$ cat config.mk
export PLATFORM = sky130hd
export DESIGN_NAME = ordered_list_append_remove_at
export DESIGN_NICKNAME = d
export VERILOG_FILES = /design/src/hw/rtl/olar_pkg.sv /design/src/hw/rtl/olar_out_stage.sv /design/src/hw/rtl/ordered_list_append_remove_at.sv
export SDC_FILE = /design/constraint.sdc
export NUM_CORES = 1
export LEC_CHECK = 0
export BUFFER_PORTS_ARGS = -buffer_cell sky130_fd_sc_hd__clkbuf_2
export CAP_MARGIN = 10
export CORE_MARGIN = 2
export CORE_UTILIZATION = 28
export DETAILED_ROUTE_END_ITERATION = 12
export PLACE_DENSITY = 0.52
export SYNTH_ARGS = -nofsm -noshare
export SYNTH_HDL_FRONTEND = slang
export SYNTH_HIERARCHICAL = 1
export SYNTH_SLANG_ARGS = --single-unit
$ cat constraint.sdc
create_clock -name clk_i -period 3.8 [get_ports clk_i]
set_input_delay 0.19 -clock clk_i [delete_from_list [all_inputs] [get_ports clk_i]]
set_output_delay 0.19 -clock clk_i [all_outputs]
set_load 0.02 [all_outputs]
$ cat src/hw/rtl/olar_pkg.sv
// Shared types and constants for the ordered list block.
// Used by olar_out_stage and ordered_list_append_remove_at; no dependencies.
package olar_pkg;

  localparam int unsigned ValueW = 32;
  localparam int unsigned PosW   = 4;

  typedef enum logic [1:0] {
    OP_APPEND = 2'd0,
    OP_REMOVE = 2'd1,
    OP_DUMP   = 2'd2,
    OP_UNUSED = 2'd3
  } op_e;

  typedef enum logic [1:0] {
    ST_OK    = 2'd0,
    ST_FULL  = 2'd1,
    ST_EMPTY = 2'd2,
    ST_RANGE = 2'd3
  } status_e;

  typedef struct packed {
    logic signed [ValueW-1:0] value;
    status_e                  status;
    logic                     last;
  } beat_t;

endpackage

$ cat src/hw/rtl/olar_out_stage.sv
// Output register for result beats, with valid and stall handshake.
// Depends on olar_pkg for the beat type.
module olar_out_stage import olar_pkg::*; (
  input  logic  clk_i,
  input  logic  rst_ni,
  input  logic  load_i,
  input  beat_t beat_i,
  output logic  can_load_o,
  output logic  out_valid_o,
  input  logic  out_stall_i,
  output beat_t beat_o
);

  logic  valid_q;
  beat_t beat_q;

  // The register can take a new beat when empty or when its beat leaves now.
  assign can_load_o = !valid_q || !out_stall_i;

  always_ff @(posedge clk_i or negedge rst_ni) begin
    if (!rst_ni) begin
      valid_q <= 1'b0;
    end else if (load_i && can_load_o) begin
      valid_q <= 1'b1;
    end else if (!out_stall_i) begin
      valid_q <= 1'b0;
    end
  end

  always_ff @(posedge clk_i) begin
    if (load_i && can_load_o) begin
      beat_q <= beat_i;
    end
  end

  assign out_valid_o = valid_q;
  assign beat_o      = beat_q;

endmodule

$ cat src/hw/rtl/ordered_list_append_remove_at.sv
// Bounded ordered list with append, remove at position and dump, built on one memory port pair.
// Append stores the entry when there is room and emits its beat; remove reads and captures
// the removed entry, moves each later entry one place over the registered read port and
// emits its beat; dump does one read and one beat per stored entry. One item at a time.
// Reset (rst_ni, asynchronous, active low) empties the list and the output register;
// the entry memory itself is not cleared, and only entries below the count are ever used.
module ordered_list_append_remove_at import olar_pkg::*; #(
  parameter int unsigned DEPTH = 16
) (
  input  logic                     clk_i,
  input  logic                     rst_ni,
  input  logic                     in_valid_i,
  output logic                     in_stall_o,
  input  logic [1:0]               operation_i,
  input  logic signed [ValueW-1:0] value_i,
  input  logic [PosW-1:0]          position_i,
  output logic                     out_valid_o,
  input  logic                     out_stall_i,
  output logic signed [ValueW-1:0] entry_value_o,
  output logic [1:0]               status_o,
  output logic                     last_o
);

  // Address width of the store, width of the fill count, and a width wide enough
  // to compare a position against the count.
  localparam int unsigned AW   = (DEPTH > 1) ? $clog2(DEPTH) : 1;
  localparam int unsigned CW   = $clog2(DEPTH + 1);
  localparam int unsigned CMPW = (CW > PosW) ? CW : PosW;

  typedef enum logic [2:0] {
    S_IDLE,
    S_EXEC,
    S_RM_CAP,
    S_SH_RD,
    S_SH_WR,
    S_RM_DONE,
    S_DP_RD,
    S_DP_EMIT
  } state_e;

  state_e                   state_q, state_d;
  logic [1:0]               op_q;
  logic signed [ValueW-1:0] val_q;
  logic [PosW-1:0]          pos_q;
  logic [CW-1:0]            idx_q, idx_d;
  logic [CW-1:0]            cnt_q, cnt_d;
  logic signed [ValueW-1:0] removed_q, removed_d;

  // Entry store: one write port and one registered read port.
  logic signed [ValueW-1:0] mem_q [DEPTH];
  logic signed [ValueW-1:0] rdata_q;
  logic [AW-1:0]            raddr;
  logic                     mem_we;
  logic [AW-1:0]            mem_waddr;
  logic signed [ValueW-1:0] mem_wdata;

  // Beat toward the output register.
  logic  emit;
  beat_t emit_beat;
  logic  can_load;
  beat_t out_beat;

  logic [CW-1:0] idx_inc;
  logic          list_full;
  logic          list_empty;
  logic          pos_past_end;

  assign idx_inc      = idx_q + CW'(1);
  assign list_full    = (cnt_q == CW'(DEPTH));
  assign list_empty   = (cnt_q == '0);
  assign pos_past_end = (CMPW'(pos_q) >= CMPW'(cnt_q));

  // The block takes a new item only when the sequencer is idle.
  assign in_stall_o = (state_q != S_IDLE);

  always_comb begin
    state_d   = state_q;
    idx_d     = idx_q;
    cnt_d     = cnt_q;
    removed_d = removed_q;
    raddr     = idx_q[AW-1:0];
    mem_we    = 1'b0;
    mem_waddr = cnt_q[AW-1:0];
    mem_wdata = val_q;
    emit      = 1'b0;
    emit_beat = '{value: '0, status: ST_OK, last: 1'b1};

    case (state_q)
      S_IDLE: begin
        if (in_valid_i) begin
          // The unused operation code is dropped without any beat.
          if (operation_i != OP_UNUSED) begin
            state_d = S_EXEC;
          end
        end
      end

      S_EXEC: begin
        raddr = AW'(pos_q);
        case (op_q)
          OP_APPEND: begin
            emit_beat.status = list_full ? ST_FULL : ST_OK;
            if (can_load) begin
              emit = 1'b1;
              if (!list_full) begin
                mem_we = 1'b1;
                cnt_d  = cnt_q + CW'(1);
              end
              state_d = S_IDLE;
            end
          end
          OP_REMOVE: begin
            if (list_empty || pos_past_end) begin
              emit_beat.status = list_empty ? ST_EMPTY : ST_RANGE;
              if (can_load) begin
                emit    = 1'b1;
                state_d = S_IDLE;
              end
            end else begin
              // Read the entry being removed; the move loop starts at its place.
              idx_d   = CW'(pos_q);
              state_d = S_RM_CAP;
            end
          end
          OP_DUMP: begin
            if (list_empty) begin
              emit_beat.status = ST_EMPTY;
              if (can_load) begin
                emit    = 1'b1;
                state_d = S_IDLE;
              end
            end else begin
              idx_d   = '0;
              state_d = S_DP_RD;
            end
          end
          default: begin
            state_d = S_IDLE;
          end
        endcase
      end

      S_RM_CAP: begin
        removed_d = rdata_q;
        state_d   = S_SH_RD;
      end

      // Each later entry moves one place toward the head: read at idx+1,
      // then write the read data at idx.
      S_SH_RD: begin
        if (idx_inc < cnt_q) begin
          raddr   = idx_inc[AW-1:0];
          state_d = S_SH_WR;
        end else begin
          state_d = S_RM_DONE;
        end
      end

      S_SH_WR: begin
        mem_we    = 1'b1;
        mem_waddr = idx_q[AW-1:0];
        mem_wdata = rdata_q;
        idx_d     = idx_inc;
        state_d   = S_SH_RD;
      end

      S_RM_DONE: begin
        emit_beat.value = removed_q;
        if (can_load) begin
          emit    = 1'b1;
          cnt_d   = cnt_q - CW'(1);
          state_d = S_IDLE;
        end
      end

      S_DP_RD: begin
        state_d = S_DP_EMIT;
      end

      // The read address stays on idx, so the read data holds while the
      // output register is stalled.
      S_DP_EMIT: begin
        emit_beat.value = rdata_q;
        emit_beat.last  = (idx_inc == cnt_q);
        if (can_load) begin
          emit = 1'b1;
          if (idx_inc == cnt_q) begin
            state_d = S_IDLE;
          end else begin
            idx_d   = idx_inc;
            state_d = S_DP_RD;
          end
        end
      end

      default: begin
        state_d = S_IDLE;
      end
    endcase
  end

  always_ff @(posedge clk_i or negedge rst_ni) begin
    if (!rst_ni) begin
      state_q   <= S_IDLE;
      cnt_q     <= '0;
      idx_q     <= '0;
      op_q      <= OP_APPEND;
      val_q     <= '0;
      pos_q     <= '0;
      removed_q <= '0;
    end else begin
      state_q   <= state_d;
      cnt_q     <= cnt_d;
      idx_q     <= idx_d;
      removed_q <= removed_d;
      if (state_q == S_IDLE && in_valid_i) begin
        op_q  <= operation_i;
        val_q <= value_i;
        pos_q <= position_i;
      end
    end
  end

  always_ff @(posedge clk_i) begin
    if (mem_we) begin
      mem_q[mem_waddr] <= mem_wdata;
    end
    rdata_q <= mem_q[raddr];
  end

  olar_out_stage u_out_stage (
    .clk_i       (clk_i),
    .rst_ni      (rst_ni),
    .load_i      (emit),
    .beat_i      (emit_beat),
    .can_load_o  (can_load),
    .out_valid_o (out_valid_o),
    .out_stall_i (out_stall_i),
    .beat_o      (out_beat)
  );

  assign entry_value_o = out_beat.value;
  assign status_o      = out_beat.status;
  assign last_o        = out_beat.last;

endmodule
==> results.toml, run 1 <==
[status]
status = "completed"

[timing]
period_share_pct = 94.7
setup_tns_ns = 0
period_minus_slack_ns = 3.60
drv_slew = 0
worstMarginPinSlew_ns = 1.20
clock.fmax_mhz = 278
rsz0062_at_grt = "false"
fin_skew_ns = 0.0280
relSlewSlack_pct = 19.6
finalSetupViolCount = 0
hold_violations = 0

[power]
p_leak_nw = 11.0
irDropWorstVdd_mv = 0.728
p_per_area_mw_per_mm2 = 950
p_total_mw = 30.0

[synthesis]
synth_fa_ha_area_share_pct = 0.879
yosysMostFrequentCell = "edfxtp_1"
ys_warn_count = 6
synth_xor_area_share_pct = 0.265
yosys-top-cells-area = "edfxtp_1, dfrtp_1, nand2_1, mux2_2, mux2i_1"
synth_edf_count = 547
synth-compound-area-share_pct = 8.24
ys_types = 60
netlist.area_leader.share_pct = 62.0
ys_ff_latch = 663
synth_top_family_by_area = "compound AO/OA/AOI/OAI gates"
async_reset_ff_share_pct = 12.7
synth_top_cells_by_count = "edfxtp_1, nand2_1, mux2_2, a21oi_1, dfrtp_1"
yosysTopAreaCell = "edfxtp_1"
synthMuxAreaShare_pct = 8.15
syn_area_per_cell_um2 = 14.2
synth-simple-area-share_pct = 8.00
syn_nets = 1924
synthCells = 1864
synthesis.area_mm2 = 0.0265
yosysSeqAreaShare_pct = 72.4
synth_flop_cell = "edfxtp_1"

[grt]
grt_max_degree = 65
grt_antenna_before_repair = 2
gr-usage-all-layers_pct = 14.0
grt_pass1_wl_um = 102000
grt_pass1_vias = 15700
grt_overflow = 0

[clock_network]
cts_tree = "built"
clkSinkCount = 663
cts_buffers = 69
clk_pin_slew_ns = 0.06
insertion_delay_ns = 0.61
clk_path_buf_depth = 3
post_cts_buffers = 0
cts-root-buf = "clkbuf_16"
cts_max_level = 3

[setup_path]
crit_arrival_ns = 4.05
start_kind = "flip-flop"
cp_max_fo = 60
end_kind = "flip-flop"
path_class = "flip-flop to flip-flop"
cp.required_ns = 4.25

[placement]
post_dp_cell_area_mm2 = 0.0290
port_buffers = 78
gp_congestion = 0.838
post-dp-hpwl_um = 38500

[drt]
wl_um = 68500
first_iter_violations = 1132
antenna_left = 0
vias = 15800
drc_errors = 0
wire_per_inst_um = 20.6
drt_pass1_iterations = 5
vias_per_cell = 4.77

[layout]
nFillCells = 9060
area_growth_pct = 19.3
antenna_cells = 0
multi_input_area_mm2 = 0.00696
design_area_mm2 = 0.0316
final_layout_size_suffix_gt1_share_pct = 19.6
seq_area_mm2 = 0.0192
layout.nets = 2075
final_core_util_pct = 33.8

[job]
max_cap_viol_count = 0

[floorplan]
die_x_um = 312
rows = 112
start_util_pct = 28.3
core_area_mm2 = 0.0935
io_pins = 79
die_height_um = 312
dieArea_mm2 = 0.0971

[min_path]
worstHoldPathType = "input pin to async pin"
==> layout make-up <==
class,instances,share of cell area (%)
clock inverter,25,0.622
tap,1254,4.97
inverter,18,0.214
multi-input combinational,1076,22.0
timing repair buffer,187,5.29
clock buffer,99,6.21
sequential,663,60.7
==> per-layer routing <==
layer | GRT usage [%] | routed length (um)
met3 | 2.50 | 3720
met5 | 0 | 0
met1 | 18.9 | 30900
met4 | 4.22 | 1620
met2 | 22.7 | 32200
==> flip-flops by register name, indices dropped and copies added (netlist names) <==
signal and count:
val_q 32, pos_q 4, state_q 3, removed_q 32, op_q 2, rdata_q 32
idx_q 5, u_out_stage/out_valid_o 1, u_out_stage/beat_o 35, cnt_q 5, mem_q 512
==> path summary, 6_finish.rpt <==
path | endpoint | cells past startpoint | slack [ns] | from
worst min-delay path | val_q[29] | 2 | 0.09 | rst_ni
max in group asynchronous | val_q[4] | 3 | 2.91 | rst_ni
worst min register to register | removed_q[14] | 1 | 0.51 | removed_q[14]
min in group clk_i | val_q[27] | 3 | 0.35 | value_i[27]
worst max register to register | rdata_q[13] | 13 | 0.20 | idx_q[0]
worst max-delay path | rdata_q[13] | 13 | 0.20 | idx_q[0]
==> report_power, final <==
group          internal [mW]  switching [mW]
clock network           3.74            2.74
registers               10.3           0.794
logic                   4.66            7.80
==> cells by family (layout without fill, tap and decap cells) <==
logic type / after synthesis / after routing
compound gates: 324 / 324
xor+xnor: 8 / 8
fa+ha+maj: 18 / 18
buf+inv: 125 / 329
flops: 663 / 663
mux: 199 / 199
simple gates: 527 / 527
==> worst max-delay path, stage by stage (launching register included) <==
cell and delay [ns]:
dfrtp_2 0.43, ha_1 0.26, nand3_1 0.11, xnor2_1 0.17, ha_1 0.36, o2111a_1 0.33, nor4_4 0.08, buf_4 0.17
o311ai_4 0.33, buf_12 0.24, buf_16 0.29, mux2_2 0.38, o221ai_1 0.17, a211oi_1 0.07
==> placed cells by master, fill, tap and decap left out, types with 41 or more instances in the layout <==
cell type and count:
o21ai_0 44, a21oi_1 111, edfxtp_1 547, buf_4 41, mux2i_1 67, mux2_2 132
nand2_1 444, dfrtp_1 83, clkbuf_16 72, dlygate4sd3_1 41, clkbuf_2 77
==> stage by stage <==
step | std cells | worst slack (ns) | hold slack [ns]
after floorplan | 1864 | 0.385 | -0.106
after global placement | 3157 | 0.269 | 0.179
after detailed placement | 3157 | 0.169 | 0.180
after CTS | 3322 | 0.153 | 0.0779
after global routing | 3322 | 0.0197 | 0.106
final | 3322 | 0.202 | 0.0877
==> what timing repair did <==
action / CTS / global route
resized for setup: 0 / 2
hold buffers: 41 / 0
setup endpoints to repair: 0 / 12
hold endpoints to repair: 73 / 0
Note: power is estimated with default switching activity, not from simulation.
==> run 2: changes to the inputs <==
- REMOVE_ABC_BUFFERS: default -> 1
==> results.toml, run 2 (same netlist as run 1, synthesis figures left out) <==
[drt]
wire_per_inst_um = 21.3
vias = 16000
antenna_left = 0
wl_um = 71500
drt_pass1_iterations = 5
vias_per_cell = 4.79
drc_errors = 0
first_iter_violations = 1391

[power]
p_total_mw = 30.4
swShare_pct = 38.2
clkPwrFrac_pct = 21.5
p_leak_nw = 11.1
intPower_mw = 18.8
switchingPower_mw = 11.6
p_comb_share_pct = 42.3
irDropWorstVdd_mv = 0.767
share_seq_of_total_power_pct = 36.2
p_per_area_mw_per_mm2 = 958

[setup_path]
crit_arrival_ns = 4.00
cpPeakStageDelay_ns = 0.46
cp_slowest_cell = "dfrtp_1"
rr_startpoint = "idx_q[0]"
r2r_slack_ns = 0.27
rr_endpoint = "rdata_q[27]"
worst_path_most_repeated_cell = "ha_1"
cp_max_fo = 29
cp.buffers_inverters = 2
critical-path-top-delay-family = "compound AO/OA/AOI/OAI gates"
path_class = "flip-flop to flip-flop"
cp.required_ns = 4.27
cp_cell_sequence = "ha_1 -> nand3_1 -> xnor2_1 -> ha_1 -> o2111a_1 -> nor4_4 -> o311ai_4 -> buf_12 -> buf_4 -> mux2_2 -> o21ai_0 -> a211oi_1"
start_kind = "flip-flop"
timing.reg2reg.worst_path_depth = 12
end_kind = "flip-flop"

[timing]
fin_skew_ns = 0.0241
hold_violations = 0
setup_slack_ns = 0.271
hold_slack_ns = 0.180
period_minus_slack_ns = 3.53
worstMarginPinSlew_ns = 1.10
rsz0062_at_grt = "false"
finalSetupViolCount = 0
drv_slew = 0
period_share_pct = 92.9
relSlewSlack_pct = 26.6
clock.fmax_mhz = 283

[floorplan]
core_area_mm2 = 0.0935
die_x_um = 312
dieArea_mm2 = 0.0971
rows = 112
io_pins = 79
start_util_pct = 28.3
die_height_um = 312

[clock_network]
clkSinkCount = 663
cts-root-buf = "clkbuf_16"
clk_path_buf_depth = 3
cts_buffers = 70
clk_pin_slew_ns = 0.06
cts_max_level = 3
cts_tree = "built"
insertion_delay_ns = 0.62

[placement]
port_buffers = 78
dp_slack_ns = 0.154
post-dp-hpwl_um = 40200
gp_congestion = 0.785

[grt]
gr-usage-all-layers_pct = 14.6
grt_max_degree = 67
grt_antenna_before_repair = 0
grt_pass1_wl_um = 106000
grt_overflow = 0
grt_pass1_vias = 16100

[layout]
layout_common_cells = "edfxtp_1, nand2_1, mux2_2"
layout.nets = 2099
area_growth_pct = 19.8
antenna_cells = 0
layout_commonest_cell = "edfxtp_1"
regMostFlops = "mem_q"
final_layout_size_suffix_gt1_share_pct = 20.5
largest_reg_flops = 512

[min_path]
worstHoldPathType = "input pin to async pin"

[status]
status = "completed"

[job]
max_cap_viol_count = 0
-- run 2: cell types whose count changed in the layout (fill, tap and decap cells not counted), sizes merged --
cell / previous run / this run
clkbuf: 176 / 180
buf: 69 / 92
-- run 2: layer usage --
| metal | track usage (%) | share of wire (%) | vias up |
|---|---|---|---|
| li1 | - | - | 7287 |
| met1 | 21.5 | 48 | 8185 |
| met2 | 22.1 | 44 | 461 |
| met3 | 2.58 | 5.6 | 105 |
| met4 | 3.80 | 2.1 | 0 |
| met5 | 0 | 0 | - |
-- run 2: worst max path at each step --
| stage | startpoint | cells past startpoint | slack (ns) | end |
|---|---|---|---|---|
| CTS | idx_q[0] | 12 | 0.17 | rdata_q[14] |
| detailed placement | idx_q[0] | 12 | 0.15 | rdata_q[23] |
| global placement | idx_q[0] | 12 | 0.22 | rdata_q[23] |
| finish | idx_q[0] | 12 | 0.27 | rdata_q[27] |
| global route | idx_q[0] | 13 | 0.04 | rdata_q[14] |
| floorplan | idx_q[0] | 10 | -9.66 | rdata_q[0] |
-- run 2: cell type report --
| class | count | area [um2] |
|---|---|---|
| fill | 9064 | 61700 |
| sequential | 663 | 19200 |
| multi-input combinational | 1076 | 6970 |
| clock buffer | 103 | 1950 |
| timing repair buffer | 210 | 1810 |
| tap | 1254 | 1570 |
| clock inverter | 25 | 203 |
| inverter | 18 | 67.6 |
-- run 2: repair_timing --
item / in CTS / in global routing
hold buffers: 41 / 0
hold endpoints to repair: 79 / 0
buffers inserted: 0 / 2
setup endpoints to repair: 0 / 9
gates resized for setup: 0 / 1
-- run 2: power groups by stage --
stage | Combinational, mW | Sequential [mW] | Clock (mW)
after floorplan | 7.25 | 11.0 | 0
after global placement | 12.6 | 11.1 | 0
after detailed placement | 12.9 | 11.1 | 0
after CTS | 13.0 | 11.0 | 6.69
after global routing | 14.1 | 11.1 | 6.98
final | 12.9 | 11.0 | 6.53
-- run 2: per-stage QoR --
step                      instance area [um2]  setup TNS, ns  utilization, %  instances
after floorplan                         26000        -309.18               -       1757
after global placement                  29100              0            31.2       3177
after detailed placement                29200              0            31.2       3178
after CTS                               31700              0            33.9       3347
after global routing                    31700              0            34.0       3349
final                                   31700              0            34.0       3349
==> run 3: changes to the inputs <==
- GPL_TIMING_DRIVEN: default -> 1
- PLACE_DENSITY: 0.52 -> 0.42
==> results.toml, run 3 (same netlist as run 1, synthesis figures left out) <==
[floorplan]
dieArea_mm2 = 0.0971
io_pins = 79
die_x_um = 312
die_height_um = 312
core_area_mm2 = 0.0935
start_util_pct = 28.3
rows = 112

[grt]
grt_pass1_wl_um = 109000
grt_pass1_vias = 16100
grt_overflow = 0
gr-usage-all-layers_pct = 15.2
grt_antenna_before_repair = 1
grt_max_degree = 59

[drt]
antenna_left = 0
first_iter_violations = 1103
vias = 16000
wl_um = 74600
drc_errors = 0
drt_pass1_iterations = 7
vias_per_cell = 4.71
wire_per_inst_um = 22.0

[clock_network]
cts-root-buf = "clkbuf_16"
cts_tree = "built"
clk_path_buf_depth = 3
clkSinkCount = 663
clk_pin_slew_ns = 0.06
insertion_delay_ns = 0.63
cts_max_level = 3
cts_buffers = 78

[setup_path]
cp.required_ns = 4.31
path_class = "flip-flop to flip-flop"
crit_arrival_ns = 4.14
cp_max_fo = 18
end_kind = "flip-flop"
start_kind = "flip-flop"

[layout]
final_core_util_pct = 35.1
regMostFlops = "mem_q"
final_layout_size_suffix_gt1_share_pct = 22.4
antenna_cells = 0
largest_reg_flops = 512
layout.nets = 2133
layout_commonest_cell = "edfxtp_1"
layout_common_cells = "edfxtp_1, nand2_1, mux2_2"
area_growth_pct = 23.8

[power]
irDropWorstVdd_mv = 0.592
p_leak_nw = 11.6
p_per_area_mw_per_mm2 = 998

[timing]
rsz0062_at_grt = "false"
period_share_pct = 95.4
relSlewSlack_pct = 30.4
worstMarginPinSlew_ns = 1.04
period_minus_slack_ns = 3.63
fin_skew_ns = 0.0358
hold_violations = 0
finalSetupViolCount = 0
hold_slack_ns = 0.106
clock.fmax_mhz = 276
drv_slew = 0

[placement]
post-dp-hpwl_um = 43400
port_buffers = 78
gp_congestion = 0.782

[job]
max_cap_viol_count = 0

[status]
status = "completed"

[min_path]
worstHoldPathType = "input pin to async pin"
-- run 3: worst max-delay path: stages (launching register included) --
cell and delay (ns):
dfrtp_2 0.46, nand3_1 0.12, xor2_1 0.22, inv_1 0.07, ha_1 0.34, a21o_1 0.21
and2_4 0.18, or4_1 0.51, o22ai_2 0.32, nor2_1 0.17, nand2_1 0.20, buf_12 0.24
o221ai_1 0.18, a211oi_2 0.30
-- run 3: per-stage QoR --
stage	TNS (ns)	instances	total power [mW]	cell area, um2	setup slack, ns
3_5_place_dp	0	3203	25.2	29600	0.113
3_3_place_gp	0	3203	25.1	29600	0.171
2_1_floorplan	-309.18	1757	18.3	26000	-9.66
5_1_grt	0	3393	34.7	32800	0.00137
4_1_cts	0	3390	33.1	32700	0.0994
6_report	0	3393	32.7	32800	0.173
-- run 3: path summary, 6_finish.rpt --
| path | startpoint | to | slack, ns | cells after the start |
|---|---|---|---|---|
| worst max register to register | idx_q[0] | rdata_q[18] | 0.17 | 13 |
| worst min-delay path | rst_ni | val_q[16] | 0.11 | 2 |
| max in group asynchronous | rst_ni | removed_q[0] | 2.80 | 3 |
| worst min register to register | removed_q[1] | removed_q[1] | 0.50 | 1 |
| min in group clk_i | value_i[9] | val_q[9] | 0.33 | 3 |
| worst max-delay path | idx_q[0] | rdata_q[18] | 0.17 | 13 |
-- run 3: routing by layer --
metal  up-vias  part of all wire, %  track usage, %  wire [um]
met4         0                  2.3            4.15       1690
met5         -                    0               0          0
li1       7381                    -               -          -
met3       105                  3.5            2.32       2600
met2       311                   45            23.7      33600
met1      8183                   49            21.9      36700
-- run 3: where the power goes --
group	switching (mW)	internal (mW)	total, mW
combinational	8.52	5.52	14.0
clock	2.99	4.69	7.68
sequential	0.672	10.3	11.0
total	12.2	20.5	32.7
-- run 3: final cells by class --
cell class                 instances  area (um2)
sequential                       663       19200
timing repair buffer             236        2310
fill                            9011       60700
tap                             1254        1570
clock inverter                    25         355
inverter                          18        67.6
clock buffer                     121        2320
multi-input combinational       1076        6980
-- run 3: repair_timing --
item	CTS	global route
setup endpoints to repair	0	32
resized for setup	0	4
buffers inserted	0	3
hold buffers	41	0
endpoints found under the hold margin	73	0
